**src/trd_pkg.sv**
```systemverilog
// ----------------------------------------------------------------------------
// trd_pkg
// Shared types and constants of the torn row detector: register map, reset
// values, configuration record and the job record passed front to back.
// ----------------------------------------------------------------------------
package trd_pkg;

    // Register map
    localparam int CFG_NUM    = 8;
    localparam int CFG_IDX_W  = 3;
    localparam int APB_ADDR_W = 5;
    localparam int APB_DATA_W = 32;

    localparam logic [CFG_IDX_W-1:0] REG_FRAME_WIDTH       = 3'd0;
    localparam logic [CFG_IDX_W-1:0] REG_FRAME_HEIGHT      = 3'd1;
    localparam logic [CFG_IDX_W-1:0] REG_WINDOW_LENGTH     = 3'd2;
    localparam logic [CFG_IDX_W-1:0] REG_CHANNEL_THRESHOLD = 3'd3;
    localparam logic [CFG_IDX_W-1:0] REG_MATCHES_REQUIRED  = 3'd4;
    localparam logic [CFG_IDX_W-1:0] REG_STEP_SIZE         = 3'd5;
    localparam logic [CFG_IDX_W-1:0] REG_SCAN_START_OFFSET = 3'd6;
    localparam logic [CFG_IDX_W-1:0] REG_SCAN_END_OFFSET   = 3'd7;

    // Register reset values
    localparam logic [12:0] RST_FRAME_WIDTH       = 13'd640;
    localparam logic [12:0] RST_FRAME_HEIGHT      = 13'd480;
    localparam logic [6:0]  RST_WINDOW_LENGTH     = 7'd8;
    localparam logic [7:0]  RST_CHANNEL_THRESHOLD = 8'd5;
    localparam logic [11:0] RST_MATCHES_REQUIRED  = 12'd11;
    localparam logic [6:0]  RST_STEP_SIZE         = 7'd1;
    localparam logic [11:0] RST_SCAN_START_OFFSET = 12'd0;
    localparam logic [11:0] RST_SCAN_END_OFFSET   = 12'd0;

    // Parameter defaults
    localparam int DEF_MAX_WIDTH  = 4096;
    localparam int DEF_MAX_HEIGHT = 4096;
    localparam int DEF_MAX_WINDOW = 64;

    // Row index width covering the largest supported height
    localparam int ROW_W_MAX  = 13;
    localparam int TEAR_ROW_W = 12;

    localparam logic [11:0] HITS_MAX = 12'hFFF;

    // Job queue
    localparam int QUEUE_DEPTH = 4;
    localparam int QUEUE_PTR_W = 2;
    localparam int QUEUE_CNT_W = 3;

    typedef struct packed {
        logic [12:0] frame_width;
        logic [12:0] frame_height;
        logic [6:0]  window_length;
        logic [7:0]  channel_threshold;
        logic [11:0] matches_required;
        logic [6:0]  step_size;
        logic [11:0] scan_start_offset;
        logic [11:0] scan_end_offset;
    } t_cfg;

    typedef struct packed {
        logic                 new_frame;
        logic                 new_row;
        logic                 counts;
        logic                 at_start;
        logic                 last;
        logic [ROW_W_MAX-1:0] row;
    } t_job;

endpackage

```
**src/trd_res_if.sv**
```systemverilog
// ----------------------------------------------------------------------------
// trd_res_if
// Result channel: one tear report per frame.
// ----------------------------------------------------------------------------
interface trd_res_if;
    logic        valid;
    logic        ready;
    logic        tear_found;
    logic [11:0] tear_row;

    modport source (output valid, tear_found, tear_row, input ready);
    modport sink   (input valid, tear_found, tear_row, output ready);
endinterface

```
**src/trd_back.sv**
```systemverilog
// ----------------------------------------------------------------------------
// trd_back
// Counts differing windows per row, latches the first changed row and
// issues the per-frame tear report through an output register.
// ----------------------------------------------------------------------------
module trd_back (
    input  logic          i_clk,
    input  logic          i_rst_n,
    input  logic [11:0]   i_matches_required,
    input  trd_pkg::t_job i_job,
    input  logic          i_job_valid,
    output logic          o_job_ready,
    trd_res_if.source     o_res
);
    import trd_pkg::*;

    logic [11:0]          r_hits, n_hits;
    logic                 r_done, n_done;
    logic [ROW_W_MAX-1:0] r_found, n_found;
    logic                 r_o_valid;
    logic                 r_o_found;
    logic [11:0]          r_o_row;
    logic [11:0]          need;
    logic                 pop;

    assign need        = (i_matches_required == 12'd0) ? 12'd1 : i_matches_required;
    assign o_job_ready = !i_job.last || !r_o_valid || o_res.ready;
    assign pop         = i_job_valid && o_job_ready;

    // Update search state for one window
    always_comb begin
        n_hits  = r_hits;
        n_done  = r_done;
        n_found = r_found;
        if (i_job.new_frame) begin
            n_done  = 1'b0;
            n_found = '0;
        end
        if (i_job.new_row) begin
            n_hits = 12'd0;
        end
        if (i_job.counts && !n_done) begin
            if (n_hits != HITS_MAX) begin
                n_hits = n_hits + 12'd1;
            end
            if (n_hits >= need) begin
                n_done  = 1'b1;
                n_found = i_job.at_start ? '0 : i_job.row;
            end
        end
    end

    always_ff @(posedge i_clk) begin
        if (!i_rst_n) begin
            r_hits    <= 12'd0;
            r_done    <= 1'b0;
            r_found   <= '0;
            r_o_valid <= 1'b0;
        end else begin
            if (pop) begin
                r_hits  <= n_hits;
                r_done  <= n_done;
                r_found <= n_found;
            end
            if (pop && i_job.last) begin
                r_o_valid <= 1'b1;
            end else if (o_res.ready) begin
                r_o_valid <= 1'b0;
            end
        end
    end

    // Hold the report until taken
    always_ff @(posedge i_clk) begin
        if (pop && i_job.last) begin
            r_o_found <= (n_found != '0);
            r_o_row   <= n_found[TEAR_ROW_W-1:0];
        end
    end

    assign o_res.valid      = r_o_valid;
    assign o_res.tear_found = r_o_found;
    assign o_res.tear_row   = r_o_row;

endmodule

```
**src/flat_wrapper.sv**
```systemverilog
// flat-port wrapper written by rule: the top's interface ports become plain ports
module trd_back_flat import trd_pkg::*;
  (i_clk, i_rst_n, i_matches_required, i_job, i_job_valid, o_job_ready, o_res_valid, o_res_tear_found, o_res_tear_row, o_res_ready);
  trd_res_if o_res_i ();
  input  logic i_clk;
  input  logic i_rst_n;
  input  logic [11:0] i_matches_required;
  input  trd_pkg::t_job i_job;
  input  logic i_job_valid;
  output logic o_job_ready;
  output wire logic [$bits(o_res_i.valid)-1:0] o_res_valid;
  output wire logic [$bits(o_res_i.tear_found)-1:0] o_res_tear_found;
  output wire logic [$bits(o_res_i.tear_row)-1:0] o_res_tear_row;
  input wire logic [$bits(o_res_i.ready)-1:0] o_res_ready;
  assign o_res_valid = o_res_i.valid;
  assign o_res_tear_found = o_res_i.tear_found;
  assign o_res_tear_row = o_res_i.tear_row;
  assign o_res_i.ready = o_res_ready;
  trd_back u_core (.i_clk(i_clk), .i_rst_n(i_rst_n), .i_matches_required(i_matches_required), .i_job(i_job), .i_job_valid(i_job_valid), .o_job_ready(o_job_ready), .o_res(o_res_i));
endmodule
```
**config.mk**
```make
export PLATFORM = sky130hd
export DESIGN_NAME = trd_back_flat
export DESIGN_NICKNAME = d
export VERILOG_FILES = /design/src/trd_pkg.sv /design/src/trd_res_if.sv /design/src/trd_back.sv /design/src/flat_wrapper.sv
export SDC_FILE = /design/constraint.sdc
export NUM_CORES = 1
export LEC_CHECK = 0
export ABC_AREA = 0
export BUFFER_PORTS_ARGS = -buffer_cell sky130_fd_sc_hd__buf_4
export CAP_MARGIN = 20
export CORE_MARGIN = 2
export CORE_UTILIZATION = 59
export CTS_CLUSTER_SIZE = 16
export DETAILED_ROUTE_END_ITERATION = 10
export GPL_TIMING_DRIVEN = 0
export PLACE_DENSITY = 0.93
export SYNTH_ARGS = -nofsm -noshare
export SYNTH_HDL_FRONTEND = slang
export SYNTH_SLANG_ARGS = --single-unit
```
**constraint.sdc**
```tcl
create_clock -name i_clk -period 8.7 [get_ports i_clk]
set_input_delay 0.87 -clock i_clk [delete_from_list [all_inputs] [get_ports i_clk]]
set_output_delay 0.87 -clock i_clk [all_outputs]
set_load 0.05 [all_outputs]
```
==> reports/metrics.cfg <==
[floorplanning]
die_area_um2=4740
die_w_um=68.9
fp-row-count=23
die_y_um=68.9
start_util_pct=61.6
core_um2=4030
boundaryPins=49

[setup_path]
path_buf_inv=4
path_cells=buf_4 -> clkbuf_1 -> nor2b_1 -> ha_1 -> nand2_1 -> nand4bb_1 -> clkbuf_1 -> nand4_1 -> xor2_1 -> nor2_1 -> ha_1 -> a41oi_1 -> or4_4 -> a21oi_2 -> buf_4 -> mux2i_1
crit_family=simple AND/OR/NAND/NOR gates
critPathSlowestCell=or4_4
worstSetupStartpointType=input port
critPathRequiredTime_ps=8830
crit_type=input port to flop
crit_arrival_ps=4890
endpoint_kind=flop
worstPathMaxFanout=10
critPathMaxStageDelay_ps=570

[sta]
fmax_ghz=0.210
fin_crit_ps=4760
worstMarginPinSlew_ps=696
hold_ws_ps=513
finalSetupTns_ps=0
clock_skew_ps=8.77
period_share_pct=54.7
worst_slack_ps=3940
final_max_slew_viol_count=0
setup_viol=0
rsz0062_at_grt=no
hold_viol=0
max-slew-margin-rel_pct=53.1

[synth]
yosysSeqAreaShare_pct=37.5
synth-seq-cells=40
syn-num-nets=324
synth.avg_cell_area_um2=8.96
synth.cell_area_um2=2480
synth-async-reset-ratio_pct=0
yosysWarningCount=0
synthCells=277
synth-main-ff-cell=dfxtp_1
synth_cell_types=53
synth_edf_count=13

[detailed_routing]
routedWlPerCell_um=16.9
first_pass_iters=5
via_per_inst=6.34
wirelength_um=6460
remaining_drc_errors=0
ant_nets=0
dr_total_vias=2421
drt-initial-drc-count=269

[flow_run]
drv_cap=0

[layout]
nNetsFinal=378
layout_common_cells=buf_4, nand2_1, dfxtp_1
layout_commonest_cell=buf_4
antenna_cells=0
drive_above_1_share_pct=19.3
area.growth.synth_to_final_pct=20.3
final_area_um2=2980
fillCellCount=307
layout.cells.non_filler=382

[cts]
clk_latency_ps=300
cts-root-buf=clkbuf_8
cts_resized=0
clk_pin_slew_ps=80
holdBufCountCts=0
cts_buffer_depth=2
cts_made_buffers=5
ctsHtreeMaxLevel=2
cts_tree=done
clock-sinks=40
cts_setup_buffers=0

[worst_hold_path]
min_path_type=flop to flop

[global_routing]
antenna_found_initial=0
grt_overflow=0
grt_max_degree=14
grt_pass1_vias=2266
grt_first_pass_wirelength_um=10400
grt_use_total_pct=29.4

[run_status]
outcome=complete, no violations

[place]
post-place-cells=374
place_congestion=0.944
dpl-instance-area_um2=2900
dpl_worst_slack_ps=3800
io_buffers=47
dpl.hpwl_um=4830

[power_and_ir_drop]
leakage_nw=1.22
irDropWorstVdd_mv=0.0834
p_per_area_nw_per_um2=125

## where the power goes
part           switching (mW)  internal, mW
logic                  0.0329        0.0212
registers             0.00139         0.195
clock network          0.0683        0.0559
## cells in the mapped netlist (2+ instances only)
library cell | number | share of area [%]
nor2b_1 | 4 | 1.0
a21oi_1 | 9 | 1.8
nor2_1 | 15 | 2.3
ha_1 | 13 | 6.6
dfxtp_1 | 27 | 22
edfxtp_1 | 13 | 16
nand4_1 | 3 | 0.76
mux2i_1 | 13 | 5.2
a31oi_1 | 6 | 1.5
a32o_1 | 3 | 1.2
xnor2_1 | 4 | 1.4
o21ai_1 | 4 | 0.81
clkbuf_1 | 7 | 1.1
a31o_1 | 2 | 0.71
nand2b_1 | 17 | 4.3
a22o_1 | 13 | 4.6
nor4_1 | 7 | 1.8
nand3_1 | 4 | 0.81
o21a_1 | 3 | 0.91
a41oi_1 | 3 | 1.1
buf_2 | 2 | 0.40
a211oi_1 | 2 | 0.60
inv_1 | 15 | 2.3
xor2_1 | 5 | 1.8
and4b_1 | 2 | 0.81
and3_1 | 7 | 1.8
or4_1 | 3 | 0.91
nor3_1 | 7 | 1.4
nand2_1 | 35 | 5.3
o21ai_0 | 6 | 1.2
## worst register-to-register path, cell delays in order, from the launching register on
cell and delay [ps]:
dfxtp_1 430, nor2b_1 240, ha_1 310, nand2_1 120, nand4bb_1 340, clkbuf_1 310, nand4_1 180, xor2_1 210
nor2_1 80, ha_1 300, a41oi_1 100, or4_4 570, a21oi_2 330, buf_4 300, mux2i_1 250
## kinds of logic after synthesis
family,count (synthesis),share of synthesized area (%)
simple gates,115,25.0
xor+xnor,9,3.18
buf+inv,26,4.19
mux,14,5.70
compound gates,60,17.9
flops,40,37.5
fa+ha+maj,13,6.56
## through the flow
| step | util (%) | total power, mW |
|---|---|---|
| 6_report | 74.1 | 0.374 |
| 5_1_grt | 74.1 | 0.388 |
| 4_1_cts | 74.1 | 0.374 |
| 3_5_place_dp | 71.9 | 0.254 |
| 3_3_place_gp | 71.9 | 0.252 |
| 2_1_floorplan | - | 0.229 |
## path summary, 6_finish.rpt
kind	depth (start not counted)	to	startpoint	slack [ps]
min reg2reg	2	u_core.o_res.valid$_SDFFE_PN0P_	u_core.o_res.valid$_SDFFE_PN0P_	510
max reg2reg	14	u_core.o_res.tear_row[7]$_DFFE_PP_	u_core.r_hits[0]$_SDFFE_PN0P_	4460
min	2	u_core.o_res.valid$_SDFFE_PN0P_	u_core.o_res.valid$_SDFFE_PN0P_	510
max	16	u_core.o_res.tear_row[7]$_DFFE_PP_	i_job[16]	3940
## state kept, by name, summed over array words and instances, names as in the netlist
signal / flops
u_core.o_res.tear_found: 1
u_core.r_done: 1
u_core.r_hits: 12
u_core.o_res.valid: 1
u_core.r_found: 13
u_core.o_res.tear_row: 12
## final cells by class
cell class	count	area [um2]	area share, %
clock inverter	3	18.8	0.629
timing repair buffer	47	353	11.8
inverter	16	60.1	2.01
buffer	10	43.8	1.47
tap	50	62.6	2.10
multi-input combinational	211	1450	48.5
sequential	40	931	31.2
clock buffer	5	68.8	2.31
## layer usage
layer  vias up  GRT usage [%]  wire, um
met5         -              0         0
met4         0           13.0       178
met3        21           4.38       452
met2       107           52.9      3340
met1      1154           34.3      2490
li1       1139              -         -
Power figures use the tool's default switching activity.
