--- config.mk ---
export PLATFORM = sky130hd
export DESIGN_NAME = trd_fifo
export DESIGN_NICKNAME = d
export VERILOG_FILES = /design/src/trd_pkg.sv /design/src/trd_fifo.sv
export SDC_FILE = /design/constraint.sdc
export NUM_CORES = 1
export LEC_CHECK = 0
export BUFFER_PORTS_ARGS = -buffer_cell sky130_fd_sc_hd__buf_2
export CORE_AREA = 4 4 89 74
export DETAILED_ROUTE_END_ITERATION = 10
export DIE_AREA = 0 0 93 78
export GPL_TIMING_DRIVEN = 1
export PLACE_DENSITY_LB_ADDON = 0.12
export SYNTH_ARGS = -nofsm -noshare
export SYNTH_HDL_FRONTEND = slang
export SYNTH_SLANG_ARGS = --single-unit
--- constraint.sdc ---
create_clock -name i_clk -period 2.86 [get_ports i_clk]
set_input_delay 0.572 -clock i_clk [delete_from_list [all_inputs] [get_ports i_clk]]
set_output_delay 0.572 -clock i_clk [all_outputs]
set_load 0.1 [all_outputs]
--- src/trd_pkg.sv ---
// ----------------------------------------------------------------------------
// trd_pkg
// Shared types and constants of the torn row detector: register map, reset
// values, configuration record and the job record passed front to back.
// ----------------------------------------------------------------------------
package trd_pkg;

    // Register map
    localparam int CFG_NUM    = 8;
    localparam int CFG_IDX_W  = 3;
    localparam int APB_ADDR_W = 5;
    localparam int APB_DATA_W = 32;

    localparam logic [CFG_IDX_W-1:0] REG_FRAME_WIDTH       = 3'd0;
    localparam logic [CFG_IDX_W-1:0] REG_FRAME_HEIGHT      = 3'd1;
    localparam logic [CFG_IDX_W-1:0] REG_WINDOW_LENGTH     = 3'd2;
    localparam logic [CFG_IDX_W-1:0] REG_CHANNEL_THRESHOLD = 3'd3;
    localparam logic [CFG_IDX_W-1:0] REG_MATCHES_REQUIRED  = 3'd4;
    localparam logic [CFG_IDX_W-1:0] REG_STEP_SIZE         = 3'd5;
    localparam logic [CFG_IDX_W-1:0] REG_SCAN_START_OFFSET = 3'd6;
    localparam logic [CFG_IDX_W-1:0] REG_SCAN_END_OFFSET   = 3'd7;

    // Register reset values
    localparam logic [12:0] RST_FRAME_WIDTH       = 13'd640;
    localparam logic [12:0] RST_FRAME_HEIGHT      = 13'd480;
    localparam logic [6:0]  RST_WINDOW_LENGTH     = 7'd8;
    localparam logic [7:0]  RST_CHANNEL_THRESHOLD = 8'd5;
    localparam logic [11:0] RST_MATCHES_REQUIRED  = 12'd11;
    localparam logic [6:0]  RST_STEP_SIZE         = 7'd1;
    localparam logic [11:0] RST_SCAN_START_OFFSET = 12'd0;
    localparam logic [11:0] RST_SCAN_END_OFFSET   = 12'd0;

    // Parameter defaults
    localparam int DEF_MAX_WIDTH  = 4096;
    localparam int DEF_MAX_HEIGHT = 4096;
    localparam int DEF_MAX_WINDOW = 64;

    // Row index width covering the largest supported height
    localparam int ROW_W_MAX  = 13;
    localparam int TEAR_ROW_W = 12;

    localparam logic [11:0] HITS_MAX = 12'hFFF;

    // Job queue
    localparam int QUEUE_DEPTH = 4;
    localparam int QUEUE_PTR_W = 2;
    localparam int QUEUE_CNT_W = 3;

    typedef struct packed {
        logic [12:0] frame_width;
        logic [12:0] frame_height;
        logic [6:0]  window_length;
        logic [7:0]  channel_threshold;
        logic [11:0] matches_required;
        logic [6:0]  step_size;
        logic [11:0] scan_start_offset;
        logic [11:0] scan_end_offset;
    } t_cfg;

    typedef struct packed {
        logic                 new_frame;
        logic                 new_row;
        logic                 counts;
        logic                 at_start;
        logic                 last;
        logic [ROW_W_MAX-1:0] row;
    } t_job;

endpackage

--- src/trd_fifo.sv ---
// ----------------------------------------------------------------------------
// trd_fifo
// Short job queue between the classifying front and the counting back.
// ----------------------------------------------------------------------------
module trd_fifo (
    input  logic          i_clk,
    input  logic          i_rst_n,
    input  trd_pkg::t_job i_job,
    input  logic          i_valid,
    output logic          o_ready,
    output trd_pkg::t_job o_job,
    output logic          o_valid,
    input  logic          i_ready
);
    import trd_pkg::*;

    t_job                   r_ent [QUEUE_DEPTH];
    logic [QUEUE_PTR_W-1:0] r_wr, r_rd;
    logic [QUEUE_CNT_W-1:0] r_cnt;
    logic                   wr_en;
    logic                   rd_en;

    assign o_ready = (r_cnt != QUEUE_CNT_W'(QUEUE_DEPTH));
    assign o_valid = (r_cnt != '0);
    assign o_job   = r_ent[r_rd];
    assign wr_en   = i_valid && o_ready;
    assign rd_en   = o_valid && i_ready;

    // Advance pointers and occupancy
    always_ff @(posedge i_clk) begin
        if (!i_rst_n) begin
            r_wr  <= '0;
            r_rd  <= '0;
            r_cnt <= '0;
        end else begin
            if (wr_en) begin
                r_wr <= r_wr + QUEUE_PTR_W'(1);
            end
            if (rd_en) begin
                r_rd <= r_rd + QUEUE_PTR_W'(1);
            end
            if (wr_en && !rd_en) begin
                r_cnt <= r_cnt + QUEUE_CNT_W'(1);
            end else if (rd_en && !wr_en) begin
                r_cnt <= r_cnt - QUEUE_CNT_W'(1);
            end
        end
    end

    // Store entries
    always_ff @(posedge i_clk) begin
        if (wr_en) begin
            r_ent[r_wr] <= i_job;
        end
    end

endmodule

==> impl_results.md, run 1 <==
- Top post-synthesis cells by count: 72 x edfxtp_1, 10 x mux4_2, 9 x dfxtp_1, 8 x and2_1, 8 x mux4_1
- Core Box Area: 5760 um^2
- Clock-pin slew on the worst setup and hold paths: roughly 0.070 ns
- Worst hold path type: input port to register
- Synthesis Warnings: 0
- CTS max path bufs: 2
- Grt ovf: 0
- RSZ-0062 raised after global routing: false
- Vias: between 1,000 and 1,500
- Total GRT Usage: about 15%
- Max Freq: 407 MHz
- Total CTS buffers: 9
- Cell Chain, Critical Path: buf_4 -> mux4_1 -> buf_2
- Clk Tree Root Cell: clkbuf_8
- DRC violations left: 0
- Die Y-Extent: between 70 and 80 um
- Critical path's slowest cell: mux4_1
- Post-synth ARST share: 0%
- Setup crit start kind: register
- Row Count: 25
- Setup TNS: 0 ns
- # Max-Cap Violations: 0
- Final setup viols: 0
- WS Path Type: register to output pin
- Die Area: ~7300 um^2
- Routed vias/inst: 5.31
- H-tree depth: 3
- Unique masters post-synth: 24
- # diodes: 0
- Fin crit period: 2.46 ns
- Pin slew with the least headroom to its limit: roughly 0.49 ns
- Max Slew Vio Count: 0
- Routability congestion estimate: ~0.73
- Final ANT Viol Nets: 0
- Worst Path Max Fanout: 18
- Nets: approximately 220
- Post-CTS Hold Buffers: 0
- Slew HR: between 60% and 70%
- Clock Latency Late Sink: ~0.33 ns
- CTS tree: yes
- EDFF count, synth: around 70
- CP delay by family, top: buffers and inverters
- Buffers on Ports: between 40 and 50
- First-pass GRT wire length: approximately 8000 um
- Critical Path End Type: output pin
- Required @ worst endpoint: around 2.3 ns
- Area grow syn2layout: 17.2%
- FF+latch count, synth: slightly above 80
- Tcrit/Tclk final: a little under nine tenths
- Number of global-route vias before repair: 1,599
- Clk sinks: 81
- Yosys top cell area share: 69.0%
- Syn avg cell area: around 22 um^2
- Initial Utilization: roughly 54%
- Hold Vio Cnt, Final: 0
- Main synth FF type: edfxtp_1
- Setup bufs post-CTS: 0
- Routed WL: ~5000 um
- Register area: between 2000 and 2500 um^2
- Top cells by area, synth: edfxtp_1 69%, mux4_2 7.2%, mux4_1 6.7%
- # fillers: around 440
- Setup Skew: between 0.007 and 0.008 ns
- Post-Synthesis Cells: 142
- Largest net degree at the start of global routing: 19
- Initial antenna violation count: 0
- I/O pin count: 42
- Post-cts resize count: 0
- CP bufs+invs: 2
- Most common cell in the synthesized netlist: edfxtp_1
- Arr. time, crit path: ~1.9 ns
- TritonRoute pass-1 iters: 4
- Register area share after synthesis: roughly 75%
- Cell area after synthesis: roughly 3100 um^2
- Iter 0 DRT Violations: between 90 and 100
- Share of post-route cells with drive strength above 1: 37.7%
- Width of the die: slightly above 90 um
- Max incr delay on CP: 0.62 ns
- DR WL/cell: between 15 and 20 um
- Top cell type by total area after synthesis: edfxtp_1
- Synth Net Count: 170
- Post-detail-place hpwl: 3180 um
- Multi-input logic area: approximately 740 um^2
- Run status: finished clean
==> cells in the final DEF (no fill, tap or decap), types with 2 or more instances in the layout <==
cell	n
edfxtp_1	72
buf_2	41
mux4_2	10
dfxtp_1	9
clkbuf_8	9
mux4_1	8
and2_1	8
buf_4	6
nand2_1	5
ha_1	5
inv_1	3
xnor2_1	3
mux2i_1	3
bufinv_16	3
or3_1	2
clkinv_2	2
==> worst register-to-register path, delay by kind of cell, from the launching register on <==
| family | cells | cell delay (ns) |
|---|---|---|
| AOI/OAI and AO/OA | 2 | 0.53 |
| and+or+nand+nor | 2 | 0.42 |
| buffers and inverters | 1 | 0.06 |
| xor gates and xnor gates | 1 | 0.15 |
| adders and majority gates | 2 | 0.61 |
| DFF | 1 | 0.52 |
==> flip-flops by register name (all words and copies together) (netlist names), named ones only <==
name / cells
r_rd: 2
r_wr: 2
r_ent: 72
r_cnt: 3
==> layout make-up <==
cell class                      count  share of cell area (%)
Clock inverter                      6                    2.93
Multi-Input combinational cell     53                    20.0
Sequential cell                    81                    63.8
Tap cell                           81                    2.76
Clock buffer                        9                    3.37
Timing Repair Buffer               47                    6.81
Inverter                            3                   0.307
==> path summary, 6_finish.rpt <==
check            from     endpoint  slack, ns  cells after the start
max          register    o_job[16]       0.40                      3
min          i_job[2]  r_ent[3][2]       0.45                      1
max reg2reg  r_cnt[0]     r_cnt[2]       0.47                      8
min reg2reg   r_wr[0]      r_wr[0]       0.52                      2
==> per-stage QoR <==
step           cell area (um^2)  hold slack, ns  instances  setup slack (ns)  utilization (%)
2_1_floorplan              3130           0.468        142             0.747                -
6_report                   3670           0.453        280             0.403             63.8
5_1_grt                    3670           0.415        280             0.271             63.8
3_5_place_dp               3440           0.512        265             0.448             59.8
3_3_place_gp               3440           0.480        265             0.632             59.8
4_1_cts                    3670           0.427        280             0.342             63.8
==> cell families after synthesis <==
group | after synthesis | synth area share, %
AOI/OAI and AO/OA | 5 | 1.96
DFF | 81 | 74.7
muxes | 21 | 14.9
and+or+nand+nor | 17 | 2.91
buffers and inverters | 8 | 1.80
adders and majority gates | 6 | 2.63
xor gates and xnor gates | 4 | 1.12
==> layer usage <==
| metal | global-route usage, % | routed length (um) | up-vias |
|---|---|---|---|
| li1 | - | - | 683 |
| met1 | 18.6 | 2060 | 760 |
| met2 | 25.0 | 2480 | 40 |
| met3 | 6.98 | 293 | 4 |
| met4 | 3.95 | 23 | 0 |
| met5 | 0 | 0 | - |
Power of run 1 is left out: the tool's default activity adds up to more than one toggle a clock period on the data nets, which glitch-free logic cannot reach.
==> run 2: changes to the inputs <==
--- a/config.mk
+++ b/config.mk
@@ -6,9 +6,9 @@
 export NUM_CORES = 1
 export LEC_CHECK = 0
 export BUFFER_PORTS_ARGS = -buffer_cell sky130_fd_sc_hd__buf_2
-export CORE_AREA = 4 4 89 74
+export CORE_AREA = 4 4 90 75
 export DETAILED_ROUTE_END_ITERATION = 10
-export DIE_AREA = 0 0 93 78
+export DIE_AREA = 0 0 94 79
 export GPL_TIMING_DRIVEN = 1
 export PLACE_DENSITY_LB_ADDON = 0.12
 export SYNTH_ARGS = -nofsm -noshare
==> constraint.sdc (replaced) <==
create_clock -name i_clk -period 2.86 [get_ports i_clk]
set_input_delay 0.429 -clock i_clk [delete_from_list [all_inputs] [get_ports i_clk]]
set_output_delay 0.429 -clock i_clk [all_outputs]
set_load 0.1 [all_outputs]
==> impl_results.md, run 2 (synthesis gave the netlist of run 1 again) <==
- Run status: finished clean (unchanged)
- DR WL/cell: 17.5 um (was 17.3 um)
- Commonest non-fill, non-tap cells in the layout: 72 x edfxtp_1, 41 x buf_2, 10 x mux4_2, 10 x clkbuf_8, 9 x dfxtp_1 (was 72 x edfxtp_1, 41 x buf_2, 10 x mux4_2)
- Largest reg by FF count: r_ent (unchanged)
- RSZ-0062 raised after global routing: false (unchanged)
- Routed WL: 4940 um (was 4860 um)
- Cell Chain, Critical Path: nor2_1 -> a21boi_2 -> ha_1 -> inv_1 -> fa_1 -> xor2_1 -> or3_1 -> a21boi_0 (was buf_4 -> mux4_1 -> buf_2)
- Tcrit/Tclk final: 83.4% (was 85.9%)
- Initial antenna violation count: 0 (unchanged)
- Area grow syn2layout: 17.1% (was 17.2%)
- Row Count: 25 (unchanged)
- Max Slew Vio Count: 0 (unchanged)
- CP delay by family, top: adder cells (was buffers and inverters)
- CP bufs+invs: 1 (was 2)
- Arr. time, crit path: 2.65 ns (was 1.89 ns)
- Slew HR: 67.3% (was 67.5%)
- Width of the die: 94 um (was 93 um)
- Vias: 1,479 (was 1,487)
- Total CTS buffers: 9 (unchanged)
- Iter 0 DRT Violations: 34 (was 94)
- Core Box Area: 5820 um^2 (was 5760 um^2)
- Total GRT Usage: 14.8% (was 15.3%)
- Commonest non-fill, non-tap cell in the layout: edfxtp_1 (unchanged)
- # Max-Cap Violations: 0 (unchanged)
- WS Path Type: register to register (was register to output pin)
- Post-detail-place hpwl: 3280 um (was 3180 um)
- Post-layout util: 63.1% (was 63.8%)
- DRC violations left: 0 (unchanged)
- Die Y-Extent: 79 um (was 78 um)
- Nets: 224 (was 223)
- Final setup viols: 0 (unchanged)
- I/O pin count: 42 (unchanged)
- Post-CTS Hold Buffers: 0 (unchanged)
- Worst hold path type: input port to register (unchanged)
- Clock-pin slew on the worst setup and hold paths: 0.08 ns (was 0.07 ns)
- Top Registers: r_ent (72), r_cnt (3) (unchanged)
- Pin slew with the least headroom to its limit: 0.494 ns (was 0.491 ns)
- Grt ovf: 0 (unchanged)
- # diodes: 0 (unchanged)
- Setup bufs post-CTS: 0 (unchanged)
- H-tree depth: 3 (unchanged)
- Largest net degree at the start of global routing: 19 (unchanged)
- Die Area: 7430 um^2 (was 7250 um^2)
- # fillers: 420 (was 435)
- Initial Utilization: 53.9% (was 54.5%)
- Routed vias/inst: 5.24 (was 5.31)
- Hold Crit Start: i_job[10] (was i_job[2])
- Final ANT Viol Nets: 0 (unchanged)
- Buffers on Ports: 41 (unchanged)
- Post-cts resize count: 0 (unchanged)
- Final WS setup: 0.476 ns (was 0.403 ns)
- First-pass GRT wire length: 7980 um (unchanged)
- Setup WS pre-CTS: 0.498 ns (was 0.448 ns)
- Worst Path Max Fanout: 7 (was 18)
- Clk Tree Root Cell: clkbuf_8 (unchanged)
- Critical Path End Type: register (was output pin)
- FF-to-FF setup slack: 0.48 ns (was 0.47 ns)
- TritonRoute pass-1 iters: 4 (unchanged)
- Setup Skew: 0.00923 ns (was 0.00713 ns)
- Setup crit start kind: register (unchanged)
- Share of post-route cells with drive strength above 1: 37.3% (was 37.7%)
- Max FFs per register: 72 (unchanged)
- Fin crit period: 2.38 ns (was 2.46 ns)
- Clk sinks: 81 (unchanged)
- Setup TNS: 0 ns (unchanged)
- Max Freq: 419 MHz (was 407 MHz)
- Critical path's slowest cell: dfxtp_1 (was mux4_1)
- Routability congestion estimate: 0.750 (was 0.725)
- Reg2reg start: r_cnt[0] (unchanged)
- Crit path from: r_cnt[0]
- CTS max path bufs: 2 (unchanged)
- Clock Latency Late Sink: 0.34 ns (was 0.33 ns)
- Number of global-route vias before repair: 1,540 (was 1,599)
- Required @ worst endpoint: 3.13 ns (was 2.29 ns)
- Max incr delay on CP: 0.53 ns (was 0.62 ns)
- Hold Vio Cnt, Final: 0 (unchanged)
- CTS tree: yes (unchanged)
## run 2: changes by cell type in the layout (fill, tap and decap cells not counted)
cell       delta
clkbuf_1      +2
clkbuf_8      +1
bufinv_16     -1
clkinv_4      +1
clkinv_2      -2
buf_4         +1
## run 2: stage by stage
stage,cells,instance area (um^2),hold WS (ns)
6_report,282,3670,0.300
5_1_grt,282,3670,0.287
3_5_place_dp,266,3450,0.515
3_3_place_gp,266,3450,0.479
4_1_cts,282,3670,0.288
2_1_floorplan,142,3130,0.468
## run 2: area by class of cell
cell class / count / area [um^2] / share of cell area, %
Clock inverter: 4 / 76.3 / 2.08
Tap cell: 81 / 101 / 2.76
Sequential cell: 81 / 2340 / 63.8
Multi-Input combinational cell: 53 / 736 / 20.0
Clock buffer: 12 / 145 / 3.95
Inverter: 3 / 11.3 / 0.307
Timing Repair Buffer: 48 / 258 / 7.02
## run 2: layer usage
| layer | part of all wire (%) | routed length (um) | vias to the layer above | GRT usage [%] |
|---|---|---|---|---|
| met5 | 0 | 0 | - | 0 |
| met4 | 0.99 | 49 | 0 | 4.76 |
| met3 | 5.8 | 285 | 7 | 5.59 |
| met2 | 50 | 2460 | 42 | 24.1 |
| met1 | 43 | 2150 | 746 | 18.4 |
| li1 | - | - | 684 | - |
## run 2: worst reg2reg max path, stage by stage, from the launching register on
cell	delay (ns)
dfxtp_1	0.53
nor2_1	0.12
a21boi_2	0.30
ha_1	0.24
inv_1	0.06
fa_1	0.38
xor2_1	0.17
or3_1	0.33
a21boi_0	0.18
## run 2: path summary, 6_finish.rpt
path / endpoint / cells past startpoint
worst max-delay path: r_cnt[2] / 8
worst min-delay path: r_ent[1][10] / 1
worst max register to register: r_cnt[2] / 8
worst min register to register: r_wr[1] / 2
Power of run 2 is left out for the same reason.
==> run 3: changes to the inputs <==
==> constraint.sdc (replaced) <==
create_clock -name i_clk -period 2.35 [get_ports i_clk]
set_input_delay 0.3525 -clock i_clk [delete_from_list [all_inputs] [get_ports i_clk]]
set_output_delay 0.3525 -clock i_clk [all_outputs]
set_load 0.1 [all_outputs]
==> impl_results.md, run 3 (synthesis gave the netlist of run 1 again) <==
- TritonRoute pass-1 iters: 4 (unchanged)
- CTS tree: yes (unchanged)
- Max Freq: 458 MHz (was 419 MHz)
- Final setup viols: 0 (unchanged)
- DRC violations left: 0 (unchanged)
- Reg2reg path depth: 8 (unchanged)
- Initial Utilization: 53.9% (unchanged)
- Clock-pin slew on the worst setup and hold paths: 0.08 ns (about the same)
- Metal-1 WL: 2060 um (was 2150 um)
- Worst Path Max Fanout: 6 (was 7)
- DR WL/cell: 18.1 um (was 17.5 um)
- Commonest non-fill, non-tap cell in the layout: edfxtp_1 (unchanged)
- Setup bufs post-CTS: 0 (unchanged)
- CTS max path bufs: 2 (unchanged)
- Die Area: 7430 um^2 (unchanged)
- Final ANT Viol Nets: 0 (unchanged)
- Largest net degree at the start of global routing: 19 (unchanged)
- Row Count: 25 (unchanged)
- First-pass GRT wire length: 8240 um (was 7980 um)
- Routability congestion estimate: 0.727 (was 0.750)
- Top sig layer: met4 (unchanged)
- Total GRT Usage: 15.6% (was 14.8%)
- Core Box Area: 5820 um^2 (unchanged)
- Slew HR: 67.6% (was 67.3%)
- Width of the die: 94 um (unchanged)
- Commonest non-fill, non-tap cells in the layout: 72 x edfxtp_1, 41 x buf_2, 10 x mux4_2 (was 72 x edfxtp_1, 41 x buf_2, 10 x mux4_2, 10 x clkbuf_8, 9 x dfxtp_1)
- Share of post-route cells with drive strength above 1: 38.7% (was 37.3%)
- Max FFs per register: 72 (unchanged)
- Total CTS buffers: 9 (unchanged)
- WL met3: 283 um (was 285 um)
- Max Slew Vio Count: 0 (unchanged)
- Fin cells: 285 (was 282)
- Hold Vio Cnt, Final: 0 (unchanged)
- Routed vias/inst: 5.19 (was 5.24)
- Post-detail-place hpwl: 3510 um (was 3280 um)
- Arr. time, crit path: 2.46 ns (was 2.65 ns)
- # Max-Cap Violations: 0 (unchanged)
- WHS Path Cells: 1 (unchanged)
- Worst hold path type: input port to register (unchanged)
- Required @ worst endpoint: 2.62 ns (was 3.13 ns)
- WS Path Type: register to register (unchanged)
- Critical Path End Type: register (unchanged)
- I/O pin count: 42 (unchanged)
- Run status: finished clean (unchanged)
- Routed WL: 5160 um (was 4940 um)
- Setup crit start kind: register (unchanged)
- Top Registers: r_ent (72), r_cnt (3) (unchanged)
- Buffers on Ports: 41 (unchanged)
- Fin crit period: 2.18 ns (was 2.38 ns)
- Area grow syn2layout: 18.1% (was 17.1%)
- Setup WS pre-CTS: 0.158 ns (was 0.498 ns)
- Final WS setup: 0.165 ns (was 0.476 ns)
- Initial antenna violation count: 0 (unchanged)
- Grt ovf: 0 (unchanged)
- Clk sinks: 81 (unchanged)
- # diodes: 0 (unchanged)
- Pin slew with the least headroom to its limit: 0.489 ns (was 0.494 ns)
- Number of global-route vias before repair: 1,596 (was 1,540)
- DR WL met2: 2750 um (was 2460 um)
- Clock Latency Late Sink: 0.35 ns (was 0.34 ns)
- Die Y-Extent: 79 um (unchanged)
- Largest reg by FF count: r_ent (unchanged)
- Nets: 227 (was 224)
- Clk Tree Root Cell: clkbuf_8 (unchanged)
- H-tree depth: 3 (unchanged)
- Setup Skew: 0.00617 ns (was 0.00923 ns)
- Iter 0 DRT Violations: 87 (was 34)
- Placed cell count: 269 (was 266)
- Vias: 1,479 (unchanged)
- Tcrit/Tclk final: 93.0% (was 83.4%)
==> run 3: through the flow <==
stage	util, %	area, um^2	hold slack, ns	TNS, ns
floorplan	-	3130	0.451	0
global placement	59.9	3480	0.478	0
detailed placement	59.9	3480	0.507	0
CTS	63.6	3700	0.196	0
global route	63.6	3700	0.199	-0.000613
finish	63.6	3700	0.219	0
==> run 3: layout make-up <==
type	count	area, um^2
Sequential cell	81	2340
Timing Repair Buffer	51	293
Inverter	3	11.3
Fill cell	427	2120
Clock inverter	7	93.8
Clock buffer	9	124
Multi-Input combinational cell	53	736
Tap cell	81	101
==> run 3: path summary, 6_finish.rpt <==
path	start	end	slack [ns]
hold reg to reg	r_wr[1]	r_wr[1]	0.52
setup / recovery	r_cnt[1]	r_cnt[2]	0.17
setup reg to reg	r_cnt[1]	r_cnt[2]	0.17
hold / removal	i_job[10]	r_ent[0][10]	0.22
==> run 3: timing repair <==
item                       4_1_cts  5_1_grt
resized for setup                0        1
hold buffers                     0        0
setup endpoints to repair        0        1
==> run 3: critical path, cell delays in order, from the launching register on <==
cell and delay, ns:
dfxtp_1 0.50, nor2_1 0.14, a21boi_2 0.19, ha_1 0.20, inv_1 0.06, fa_1 0.37
xor2_1 0.15, or3_1 0.31, a21boi_0 0.18
==> run 3: metal layers <==
layer | vias to the layer above | GRT usage (%)
met5 | - | 0
met4 | 0 | 4.76
met3 | 8 | 6.25
met2 | 38 | 26.9
met1 | 742 | 17.9
li1 | 691 | -
Power of run 3 is left out for the same reason.
